### src/xbd_pkg.sv
// ----------------------------------------------------------------------------
// xbd_pkg
// Shared types, constants and helpers for the XTEA block decipher.
// ----------------------------------------------------------------------------
`default_nettype none

package xbd_pkg;

  // Data path widths
  localparam int WORD_W  = 32;
  localparam int COUNT_W = 8;
  localparam int KEY_N   = 4;
  localparam int ADDR_W  = 5;
  localparam int IDX_W   = 3;

  // Register reset values
  localparam logic [WORD_W-1:0]  DELTA_RST  = 32'h9E37_79B9;
  localparam logic [COUNT_W-1:0] ROUNDS_RST = 8'd32;

  // Register indexes (byte address = 4 * index)
  typedef enum logic [IDX_W-1:0] {
    REG_KEY0   = 3'd0,
    REG_KEY1   = 3'd1,
    REG_KEY2   = 3'd2,
    REG_KEY3   = 3'd3,
    REG_DELTA  = 3'd4,
    REG_ROUNDS = 3'd5
  } reg_idx_t;

  typedef logic [KEY_N-1:0][WORD_W-1:0] key_t;

  // Configuration as seen by the data path
  typedef struct packed {
    key_t                key;
    logic [WORD_W-1:0]   delta;
    logic [COUNT_W-1:0]  rounds;
  } cfg_t;

  // Sequencer states
  typedef enum logic [3:0] {
    ST_IDLE = 4'b0001,
    ST_INIT = 4'b0010,
    ST_RUN  = 4'b0100,
    ST_DONE = 4'b1000
  } state_t;

  // XTEA word mix: ((w << 4) ^ (w >> 5)) + w
  function automatic logic [WORD_W-1:0] mix_word(input logic [WORD_W-1:0] w);
    return ((w << 4) ^ (w >> 5)) + w;
  endfunction

endpackage

`default_nettype wire

### src/xbd_in_if.sv
// ----------------------------------------------------------------------------
// xbd_in_if
// Ciphertext request channel: valid/ready with the two block halves.
// ----------------------------------------------------------------------------
`default_nettype none

interface xbd_in_if;
  logic        valid;
  logic        ready;
  logic [31:0] block_left;
  logic [31:0] block_right;

  modport source (output valid, output block_left, output block_right, input ready);
  modport sink   (input valid, input block_left, input block_right, output ready);
endinterface

`default_nettype wire

### src/xbd_out_if.sv
// ----------------------------------------------------------------------------
// xbd_out_if
// Plaintext result channel: valid/ready with the two deciphered halves.
// ----------------------------------------------------------------------------
`default_nettype none

interface xbd_out_if;
  logic        valid;
  logic        ready;
  logic [31:0] plain_left;
  logic [31:0] plain_right;

  modport source (output valid, output plain_left, output plain_right, input ready);
  modport sink   (input valid, input plain_left, input plain_right, output ready);
endinterface

`default_nettype wire

### src/xbd_cfg_regs.sv
// ----------------------------------------------------------------------------
// xbd_cfg_regs
// APB-style register file: key words, round constant and round count.
// ----------------------------------------------------------------------------
`default_nettype none

module xbd_cfg_regs
  import xbd_pkg::*;
(
  input  wire logic              clk,
  input  wire logic              rst_n,
  input  wire logic              cfg_psel,
  input  wire logic              cfg_penable,
  input  wire logic              cfg_pwrite,
  input  wire logic [ADDR_W-1:0] cfg_paddr,
  input  wire logic [WORD_W-1:0] cfg_pwdata,
  output logic      [WORD_W-1:0] cfg_prdata,
  output logic                   cfg_pready,
  output cfg_t                   cfg
);

  cfg_t           cfg_r;
  logic [IDX_W-1:0] idx;
  logic           wr_en;

  assign cfg_pready = 1'b1;
  assign idx        = cfg_paddr[ADDR_W-1:2];
  assign wr_en      = cfg_psel & cfg_penable & cfg_pwrite & cfg_pready;
  assign cfg        = cfg_r;

  // Write the addressed register; drop writes beyond the register list
  always_ff @(posedge clk) begin
    if (!rst_n) begin
      cfg_r.key    <= '0;
      cfg_r.delta  <= DELTA_RST;
      cfg_r.rounds <= ROUNDS_RST;
    end else if (wr_en) begin
      case (idx)
        REG_KEY0:   cfg_r.key[0]  <= cfg_pwdata;
        REG_KEY1:   cfg_r.key[1]  <= cfg_pwdata;
        REG_KEY2:   cfg_r.key[2]  <= cfg_pwdata;
        REG_KEY3:   cfg_r.key[3]  <= cfg_pwdata;
        REG_DELTA:  cfg_r.delta   <= cfg_pwdata;
        REG_ROUNDS: cfg_r.rounds  <= cfg_pwdata[COUNT_W-1:0];
        default: ;
      endcase
    end
  end

  // Read back the addressed register
  always_comb begin
    case (idx)
      REG_KEY0:   cfg_prdata = cfg_r.key[0];
      REG_KEY1:   cfg_prdata = cfg_r.key[1];
      REG_KEY2:   cfg_prdata = cfg_r.key[2];
      REG_KEY3:   cfg_prdata = cfg_r.key[3];
      REG_DELTA:  cfg_prdata = cfg_r.delta;
      REG_ROUNDS: cfg_prdata = {{(WORD_W-COUNT_W){1'b0}}, cfg_r.rounds};
      default:    cfg_prdata = '0;
    endcase
  end

endmodule

`default_nettype wire

### src/xbd_round_unit.sv
// ----------------------------------------------------------------------------
// xbd_round_unit
// Shared half-round unit: dst - (mix(src) ^ (sum + key[sel])).
// ----------------------------------------------------------------------------
`default_nettype none

module xbd_round_unit
  import xbd_pkg::*;
(
  input  wire logic [WORD_W-1:0] src_word,
  input  wire logic [WORD_W-1:0] dst_word,
  input  wire logic [WORD_W-1:0] sum,
  input  wire key_t              key,
  input  wire logic              low_sel,
  output logic      [WORD_W-1:0] dst_nxt
);

  logic [1:0]        key_idx;
  logic [WORD_W-1:0] key_sum;

  // Pick the key word: sum[12:11] for the right half, sum[1:0] for the left half
  assign key_idx = low_sel ? sum[1:0] : sum[12:11];
  assign key_sum = sum + key[key_idx];
  assign dst_nxt = dst_word - (mix_word(src_word) ^ key_sum);

endmodule

`default_nettype wire

### src/xtea_block_decipher.sv
// ----------------------------------------------------------------------------
// xtea_block_decipher
// XTEA decipher of one 64-bit block per request with a shared half-round unit.
// ----------------------------------------------------------------------------
// A block passes from acceptance through the INIT state, which forms the
// starting sum with a 32x8 multiply, and then the RUN state. Each round uses
// the single half-round unit twice, once for the right half and once for the
// left. Zero rounds go from INIT straight to DONE. The input is not ready from
// acceptance until the result has been taken, and it is ready again the cycle
// after that, so a stall on the result side holds off the next block. Key,
// round constant and round count are written through the APB-style port at
// byte addresses 0x00..0x14; the user must change them only while the block
// is idle, as the block itself does not enforce this.
`default_nettype none

module xtea_block_decipher
  import xbd_pkg::*;
(
  input  wire logic              clk,
  input  wire logic              rst_n,
  xbd_in_if.sink                 in_chan,
  xbd_out_if.source              out_chan,
  input  wire logic              cfg_psel,
  input  wire logic              cfg_penable,
  input  wire logic              cfg_pwrite,
  input  wire logic [ADDR_W-1:0] cfg_paddr,
  input  wire logic [WORD_W-1:0] cfg_pwdata,
  output logic      [WORD_W-1:0] cfg_prdata,
  output logic                   cfg_pready
);

  cfg_t                  cfg;
  state_t                state_r, state_nxt;
  logic [WORD_W-1:0]     left_r, left_nxt;
  logic [WORD_W-1:0]     right_r, right_nxt;
  logic [WORD_W-1:0]     sum_r, sum_nxt;
  logic [COUNT_W-1:0]    cnt_r, cnt_nxt;
  logic                  phase_r, phase_nxt;
  logic [WORD_W+COUNT_W-1:0] sum_prod;
  logic [WORD_W-1:0]     unit_src, unit_dst, unit_out;
  logic                  in_acc, out_acc;

  xbd_cfg_regs u_regs (
    .clk         (clk),
    .rst_n       (rst_n),
    .cfg_psel    (cfg_psel),
    .cfg_penable (cfg_penable),
    .cfg_pwrite  (cfg_pwrite),
    .cfg_paddr   (cfg_paddr),
    .cfg_pwdata  (cfg_pwdata),
    .cfg_prdata  (cfg_prdata),
    .cfg_pready  (cfg_pready),
    .cfg         (cfg)
  );

  // Phase 0 updates the right half, phase 1 the left half
  assign unit_src = phase_r ? right_r : left_r;
  assign unit_dst = phase_r ? left_r  : right_r;

  xbd_round_unit u_round (
    .src_word (unit_src),
    .dst_word (unit_dst),
    .sum      (sum_r),
    .key      (cfg.key),
    .low_sel  (phase_r),
    .dst_nxt  (unit_out)
  );

  // Handshakes
  assign in_chan.ready        = (state_r == ST_IDLE);
  assign out_chan.valid       = (state_r == ST_DONE);
  assign out_chan.plain_left  = left_r;
  assign out_chan.plain_right = right_r;
  assign in_acc  = in_chan.valid & in_chan.ready;
  assign out_acc = out_chan.valid & out_chan.ready;

  // Starting sum = delta * rounds, modulo 2^32
  assign sum_prod = {{COUNT_W{1'b0}}, cfg.delta} * {{WORD_W{1'b0}}, cfg.rounds};

  // Sequencer and data path next state
  always_comb begin
    state_nxt = state_r;
    left_nxt  = left_r;
    right_nxt = right_r;
    sum_nxt   = sum_r;
    cnt_nxt   = cnt_r;
    phase_nxt = phase_r;
    unique case (state_r)
      ST_IDLE: begin
        if (in_acc) begin
          left_nxt  = in_chan.block_left;
          right_nxt = in_chan.block_right;
          state_nxt = ST_INIT;
        end
      end
      ST_INIT: begin
        sum_nxt   = sum_prod[WORD_W-1:0];
        cnt_nxt   = cfg.rounds;
        phase_nxt = 1'b0;
        state_nxt = (cfg.rounds == '0) ? ST_DONE : ST_RUN;
      end
      ST_RUN: begin
        if (!phase_r) begin
          right_nxt = unit_out;
          sum_nxt   = sum_r - cfg.delta;
          phase_nxt = 1'b1;
        end else begin
          left_nxt  = unit_out;
          phase_nxt = 1'b0;
          cnt_nxt   = cnt_r - COUNT_W'(1);
          if (cnt_r == COUNT_W'(1)) begin
            state_nxt = ST_DONE;
          end
        end
      end
      ST_DONE: begin
        if (out_acc) begin
          state_nxt = ST_IDLE;
        end
      end
      default: state_nxt = ST_IDLE;
    endcase
  end

  // Control registers
  always_ff @(posedge clk) begin
    if (!rst_n) begin
      state_r <= ST_IDLE;
      cnt_r   <= '0;
      phase_r <= 1'b0;
    end else begin
      state_r <= state_nxt;
      cnt_r   <= cnt_nxt;
      phase_r <= phase_nxt;
    end
  end

  // Payload registers
  always_ff @(posedge clk) begin
    left_r  <= left_nxt;
    right_r <= right_nxt;
    sum_r   <= sum_nxt;
  end

  // Never offer a result while taking a new request
  a_busy_excl: assert property (@(posedge clk) disable iff (!rst_n)
    out_chan.valid |-> !in_chan.ready)
    else $error("result valid while input ready");

  // Accepted request moves to sum setup
  a_acc_init: assert property (@(posedge clk) disable iff (!rst_n)
    in_acc |=> (state_r == ST_INIT))
    else $error("accepted request did not enter setup");

  // Rounds remain while running
  a_run_cnt: assert property (@(posedge clk) disable iff (!rst_n)
    (state_r == ST_RUN) |-> (cnt_r != '0))
    else $error("running with zero rounds left");

  // Zero rounds go straight to the result
  a_zero_rounds: assert property (@(posedge clk) disable iff (!rst_n)
    ((state_r == ST_INIT) && (cfg.rounds == '0)) |=> (state_r == ST_DONE))
    else $error("zero-round block did not pass through");

  // Last half-round finishes the block
  a_last_round: assert property (@(posedge clk) disable iff (!rst_n)
    ((state_r == ST_RUN) && phase_r && (cnt_r == COUNT_W'(1))) |=> (state_r == ST_DONE))
    else $error("block did not finish after last round");

endmodule

`default_nettype wire
### src/flat_wrapper.sv
// flat-port wrapper written by rule: the top's interface ports become plain ports
module xtea_block_decipher_flat import xbd_pkg::*;
  (clk, rst_n, cfg_psel, cfg_penable, cfg_pwrite, cfg_paddr, cfg_pwdata, cfg_prdata, cfg_pready, in_chan_valid, in_chan_block_left, in_chan_block_right, in_chan_ready, out_chan_valid, out_chan_plain_left, out_chan_plain_right, out_chan_ready);
  xbd_in_if in_chan_i ();
  xbd_out_if out_chan_i ();
  input  wire logic clk;
  input  wire logic rst_n;
  input  wire logic cfg_psel;
  input  wire logic cfg_penable;
  input  wire logic cfg_pwrite;
  input  wire logic [ADDR_W-1:0] cfg_paddr;
  input  wire logic [WORD_W-1:0] cfg_pwdata;
  output logic      [WORD_W-1:0] cfg_prdata;
  output logic cfg_pready;
  input wire logic [$bits(in_chan_i.valid)-1:0] in_chan_valid;
  input wire logic [$bits(in_chan_i.block_left)-1:0] in_chan_block_left;
  input wire logic [$bits(in_chan_i.block_right)-1:0] in_chan_block_right;
  output wire logic [$bits(in_chan_i.ready)-1:0] in_chan_ready;
  output wire logic [$bits(out_chan_i.valid)-1:0] out_chan_valid;
  output wire logic [$bits(out_chan_i.plain_left)-1:0] out_chan_plain_left;
  output wire logic [$bits(out_chan_i.plain_right)-1:0] out_chan_plain_right;
  input wire logic [$bits(out_chan_i.ready)-1:0] out_chan_ready;
  assign in_chan_i.valid = in_chan_valid;
  assign in_chan_i.block_left = in_chan_block_left;
  assign in_chan_i.block_right = in_chan_block_right;
  assign in_chan_ready = in_chan_i.ready;
  assign out_chan_valid = out_chan_i.valid;
  assign out_chan_plain_left = out_chan_i.plain_left;
  assign out_chan_plain_right = out_chan_i.plain_right;
  assign out_chan_i.ready = out_chan_ready;
  xtea_block_decipher u_core (.clk(clk), .rst_n(rst_n), .in_chan(in_chan_i), .out_chan(out_chan_i), .cfg_psel(cfg_psel), .cfg_penable(cfg_penable), .cfg_pwrite(cfg_pwrite), .cfg_paddr(cfg_paddr), .cfg_pwdata(cfg_pwdata), .cfg_prdata(cfg_prdata), .cfg_pready(cfg_pready));
endmodule
### config.mk
export PLATFORM = sky130hd
export DESIGN_NAME = xtea_block_decipher_flat
export DESIGN_NICKNAME = d
export VERILOG_FILES = /design/src/xbd_pkg.sv /design/src/xbd_in_if.sv /design/src/xbd_out_if.sv /design/src/xbd_cfg_regs.sv /design/src/xbd_round_unit.sv /design/src/xtea_block_decipher.sv /design/src/flat_wrapper.sv
export SDC_FILE = /design/constraint.sdc
export NUM_CORES = 1
export LEC_CHECK = 0
export BUFFER_PORTS_ARGS = -buffer_cell sky130_fd_sc_hd__buf_2
export CAP_MARGIN = 5
export CELL_PAD_IN_SITES_DETAIL_PLACEMENT = 2
export CELL_PAD_IN_SITES_GLOBAL_PLACEMENT = 2
export CORE_ASPECT_RATIO = 1.2
export CORE_MARGIN = 5
export CORE_UTILIZATION = 38
export DETAILED_ROUTE_END_ITERATION = 12
export PLACE_DENSITY = 0.85
export SLEW_MARGIN = 20
export SYNTH_ARGS = -nofsm -noshare
export SYNTH_HDL_FRONTEND = slang
export SYNTH_SLANG_ARGS = --single-unit
### constraint.sdc
create_clock -name clk -period 9.2 [get_ports clk]
set_input_delay 1.38 -clock clk [delete_from_list [all_inputs] [get_ports clk]]
set_output_delay 1.38 -clock clk [all_outputs]
set_load 0.05 [all_outputs]
# Word-level counts from Yosys, hierarchy flattened

Cells that the tools add are included.

Add/sub/neg operators: 5
Mux-type cells: 24
Bitwise gates (word level): 6
Equal/unequal tests: 15
$lt $le $gt $ge: 1
Reduce and logical (&&, ||, !) cells: 15
Multipliers: 1

Operators with widths:

| operator              | count |
|---|---|
| $mux W32              | 8 |
| $pmux W32 S2          | 3 |
| $pmux W32 S6          | 1 |
| $add A32 B32 Y32      | 2 |
| $bmux W32 S2          | 1 |
| $sub A32 B32 Y32      | 2 |
| $mul A32 B8 Y32       | 1 |
| $xor A32 B27 Y32      | 1 |
| $xor A32 B32 Y32      | 1 |
| $mux W4               | 5 |
| $pmux W4 S4           | 1 |
| $pmux W8 S2           | 1 |
| $reduce_and A2 Y1     | 8 |
| $eq A8 B1 Y1 const B  | 1 |
| $logic_not A8 Y1      | 1 |
| $mux W8               | 1 |
| $sub A8 B1 Y8 const B | 1 |
| $eq A3 B2 Y1 const B  | 2 |
| $eq A3 B3 Y1 const B  | 2 |
| $ne A2 B2 Y1 const B  | 3 |
| $reduce_and A3 Y1     | 2 |
| $and A1 B1 Y1         | 4 |
| $eq A4 B1 Y1 const B  | 1 |
| $eq A4 B2 Y1 const B  | 1 |
| 11 further kinds      | 13 |

Register bits after elaboration: 277
Input port bits: 108
Logic and storage cells: 79

# Depth between registers and ports, before layout

Depth after elaboration: 8
Mapped depth: 25
Mapped depth without buffers: 22

# By module

From an unflattened synthesis, not the netlist that was laid out.

Cells, all modules: 3053
Area, all modules: 27317.4 um^2

Modules (own cells, without submodules):

| module              | instances | area an instance (um^2) | cells an instance |
|---|---|---|---|
| xtea_block_decipher | 1         | 13772.0                 | 1516 |
| xbd_cfg_regs        | 1         | 7667.4                  | 799 |
| xbd_round_unit      | 1         | 5878.1                  | 738 |

# Worst setup path before layout

No wires, ideal clock.

Kind: register to register
Start: register u_core.phase_r
End: register u_core.left_r[31] (netlist: u_core.out_chan.plain_left[31]), data pin
Path slack: 2.660 ns
Arrival time: 6.395 ns
Data required time: 9.055 ns
Library setup time: 0.145 ns
Stages on the path, launching flop included: 25
Cells stage by stage: dfxtp_1 -> clkbuf_1 -> mux2i_1 -> clkbuf_1 -> mux4_2 -> ha_1 -> a21o_1 -> or3_1 -> a2111oi_2 -> nor2_1 -> a221o_1 -> a41o_1 -> a21o_1 -> a211oi_2 -> xor2_1 -> ha_1 -> clkbuf_1 -> a21o_1 -> a21oi_1 -> o21ai_0 -> a21o_1 -> a31oi_1 -> xnor2_1 -> xnor3_1 -> o21ai_1

Cells in the longest elaborated chain, start to end: 8
Elaborated cells on any way between the ends: 12
Classes of those cells: add/sub: 3; mux: 7; bitwise: 2

Ends and longest elaborated chain:

| element                        | RTL line                   | text |
|---|---|---|
| start, declared                | xtea_block_decipher.sv:38  | `logic phase_r, phase_nxt;` |
| start signal, assigned         | xtea_block_decipher.sv:134 | `phase_r <= phase_nxt;` |
| $mux W2                        | xbd_round_unit.sv:22       | `assign key_idx = low_sel ? sum[1:0] : sum[12:11];` |
| $bmux W32 S2                   | xbd_round_unit.sv:23       | `assign key_sum = sum + key[key_idx];` |
| $mux W32 (not written as such) | xbd_round_unit.sv:23       |  |
| $add A32 B32 Y32               | xbd_round_unit.sv:23       |  |
| $xor A32 B32 Y32               | xbd_round_unit.sv:24       | `assign dst_nxt = dst_word - (mix_word(src_word) ^ key_sum);` |
| $sub A32 B32 Y32 *             | xbd_round_unit.sv:24       |  |
| $mux W32 *                     | xtea_block_decipher.sv:103 | `if (!phase_r) begin` |
| $pmux W32 S2 *                 | xtea_block_decipher.sv:88  | `unique case (state_r)` |
| via u_core.left_nxt[31]        | xtea_block_decipher.sv:34  | `logic [WORD_W-1:0] left_r, left_nxt;` |
| end signal, assigned           | xtea_block_decipher.sv:140 | `left_r <= left_nxt;` |
| end, declared                  | xtea_block_decipher.sv:34  |  |

Mark *: on every way through the listed nets, which the timed path passes. The rest lies on a longest branch. The select of a mux whose other input is x is not followed.
A chain may end at the register's enable or synchronous reset.

# Worst setup path in the final report

Same ends and word-level chain as after synthesis.

==> key figures <==
Run status
  • Status: completed

Clock tree
  • CTS tree: yes
  • CTS Buf Count: 36
  • CTS Hold Bufs: 0
  • Postcts setup bufs: 0
  • Sink Count: ~280
  • Clock Latency Late Sink: 0.60 ns
  • Root buf cell: clkbuf_16
  • Clock slew at reported path FFs: 0.06 ns
  • CTS HTree Levels: 2
  • Resize count post-CTS: 0
  • CTS max path bufs: 3

Power and ir drop
  • P_int: 2.78 mW
  • Clock Power Share: 36.1%
  • Seq pwr share: 30.6%
  • Leak: 12.5 nW
  • Comb pwr share: 33.3%
  • PD cells: roughly 150 nW/µm²
  • Max VDD drop: 141 µV
  • Psw: between 1.5 and 2 mW
  • Sw frac: 36.5%

Synthesis
  • Post-synth cell types: 75
  • Share of flip-flops with an asynchronous set or reset: 0%
  • Syn Std Cell Area: roughly 27000 µm²
  • Ys flop type: dfxtp_1
  • Sequential area share after synthesis: 24.2%
  • Flops & latches, synth: 277
  • Net Count, Synth: 3585
  • Ys Warns: 0
  • Mapped Avg Cell Area: between 8 and 9 µm²
  • EDFF count, synth: 96
  • Mapped Cells: about 3100

GRT
  • Gr ovfl total: 0
  • First-pass GRT wire length: around 170000 µm
  • Initial antenna violation count: 3
  • Largest net degree at the start of global routing: 105
  • Vias in the first global route: 28500
  • Total track usage: approximately 29%

STA
  • Fin. Hold Viols: 0
  • Endpoints failing setup: 0
  • Tightest Pin Transition: 1.18 ns
  • RSZ-0062 raised after global routing: no
  • Fmax achieved: 124 MHz
  • Period utilization: ~90%
  • Slew HR: 21.0%
  • Post-route setup slack: 1.12 ns
  • Clock Skews: 0.0361 ns
  • Tmin final: 8.08 ns
  • Setup TNS: 0 ns
  • Max-slew violation count: 0

Routing
  • ANT nets after route: 0
  • Routed via count: 25000
  • Routed vias/inst: roughly 6.0
  • Avg WL per Cell: roughly 27 µm
  • Drt pass-1 iters: 7
  • DRC viols: 0
  • Detailed Route Iter0 Violations: 1595
  • Routed wire length: 114000 µm

Floorplanning
  • Die Footprint: 76300 µm²
  • Starting Density: 38.1%
  • Die width: 253 µm
  • CORE AREA: around 70000 µm²
  • Die height: 302 µm
  • Ports: 207
  • Num rows: 107

Finish
  • Cell Count, Final, Fillers Out: 4189
  • Area Growth Syn to Fin: 11.4%
  • Most frequent cells in the layout: 597 x nand2_1, 202 x buf_2, 200 x inv_1
  • Commonest non-fill, non-tap cell in the layout: nand2_1
  • Layout cells sized above 1: 12.7%
  • Cell area after layout: roughly 30000 µm²
  • Fin nets: roughly 3700

Placement
  • Dpl hpwl: 82000 µm
  • # port buffers: 203
  • Place WS: 1.56 ns
  • Placed cell count: 4119
  • Placed inst area: 28700 µm²
  • GP Congestion: around 0.94

Worst setup path
  • Crit. End Element: flop
  • Worst setup path end: u_core.out_chan.plain_left[31]$_DFFE_PP_
  • R2r endpoint: u_core.out_chan.plain_left[31]$_DFFE_PP_
  • R2r setup slk: 1.12 ns
  • Crit Path Class: reg -> reg
  • Worst Setup SP: u_core.phase_r$_SDFFE_PN0P_
  • Reg-to-Reg Start: u_core.phase_r$_SDFFE_PN0P_
  • R2R cell count: 22
  • Crit path DAT: 8.51 ns
  • Critical Path Fanout Max: 39
  • Setup crit start kind: flop
  • Req. time, crit path: just under 10 ns

Hold path
  • Hold WC Path Type: reg -> reg
  • Min-Delay Startpoint: u_core.u_regs.cfg[163]$_SDFFE_PN0P_
  • Hold Path Depth: 2

Run
  • Max_cap viols: 0
## logic make-up after synthesis
logic type | share of synthesized area, %
muxes | 8.07
adders and majority gates | 19.9
AOI/OAI and AO/OA | 18.0
buffers and inverters | 5.36
xor gates and xnor gates | 6.49
other | 0.0139
DFF | 24.2
and+or+nand+nor | 18.0
## metrics by stage
step / total power, mW / hold slack [ns] / utilization (%)
floorplan: 2.39 / 0.450 / -
global placement: 2.71 / 0.461 / 40.6
detailed placement: 2.79 / 0.482 / 40.6
CTS: 4.39 / 0.491 / 42.4
global route: 4.55 / 0.514 / 42.4
finish: 4.37 / 0.495 / 42.4
## critical path: stages (launching register included)
cell	delay, ns
dfxtp_4	0.36
buf_4	0.55
mux2i_4	0.65
buf_4	0.49
mux4_2	0.44
ha_1	0.46
and3_1	0.22
and3_1	0.19
nand2_1	0.06
o211ai_1	0.41
a31oi_1	0.19
xnor2_1	0.54
nor4_1	0.12
a2111oi_0	0.53
o211ai_1	0.29
ha_1	0.45
nand4_1	0.13
a211oi_1	0.52
o32a_1	0.31
a31oi_1	0.13
xnor2_1	0.19
xnor3_1	0.46
o21ai_1	0.15
## per-layer routing
metal | part of all wire, % | routed length [µm] | global-route usage (%) | vias up
li1 | - | - | - | 11000
met1 | 39 | 44700 | 33.4 | 12800
met2 | 51 | 57600 | 52.3 | 893
met3 | 5.4 | 6160 | 4.61 | 332
met4 | 4.7 | 5350 | 12.4 | 2
met5 | 0.011 | 13 | 0 | -
## Yosys cell counts, drive strengths merged (37+ instances only)
| cell | instances | share of area (%) |
|---|---|---|
| mux4 | 37 | 3.1 |
| o21ai | 112 | 2.1 |
| a21oi | 158 | 2.9 |
| edfxtp | 96 | 11 |
| xor2 | 62 | 2.0 |
| nand2 | 597 | 8.3 |
| inv | 200 | 2.8 |
| a21boi | 143 | 4.0 |
| xnor2 | 135 | 4.4 |
| fa | 160 | 12 |
| mux2 | 62 | 2.6 |
| mux2i | 64 | 2.4 |
| dfxtp | 181 | 13 |
| and2 | 157 | 3.6 |
| clkbuf | 169 | 2.4 |
| nor2 | 111 | 1.5 |
| ha | 173 | 8.0 |
| a21o | 75 | 2.1 |
## layout make-up
cell class / instances / area, µm²
multi-input combinational: 2484 / 19100
clock inverter: 18 / 274
fill: 7825 / 40700
timing repair buffer: 233 / 1260
antenna: 4 / 10.0
tap: 926 / 1160
sequential: 277 / 6510
clock buffer: 47 / 972
inverter: 200 / 751
## registers in the layout, summed over array words and instances (netlist names)
signal / cells
u_core.cnt_r: 8
u_core.out_chan.plain_left: 32
u_core.out_chan.plain_right: 32
u_core.phase_r: 1
u_core.state_r: 4
u_core.sum_r: 32
u_core.u_regs.cfg: 168
## power by group through the flow
| stage | sequential (mW) | combinational (mW) | clock, mW |
|---|---|---|---|
| 2_1_floorplan | 1.42 | 0.975 | 0 |
| 3_3_place_gp | 1.36 | 1.35 | 0 |
| 3_5_place_dp | 1.36 | 1.42 | 0 |
| 4_1_cts | 1.34 | 1.45 | 1.60 |
| 5_1_grt | 1.34 | 1.57 | 1.64 |
| 6_report | 1.34 | 1.46 | 1.58 |
## how the worst min path moves through the flow
| stage | endpoint |
|---|---|
| floorplan | u_core.u_regs.cfg[72]$_SDFFE_PN0P_ |
| global placement | u_core.u_regs.cfg[76]$_SDFFE_PN0P_ |
| detailed placement | u_core.u_regs.cfg[167]$_SDFFE_PN0P_ |
| CTS | u_core.u_regs.cfg[163]$_SDFFE_PN0P_ |
| global route | u_core.u_regs.cfg[163]$_SDFFE_PN0P_ |
| finish | u_core.u_regs.cfg[163]$_SDFFE_PN0P_ |
Power figures use the tool's default switching activity.
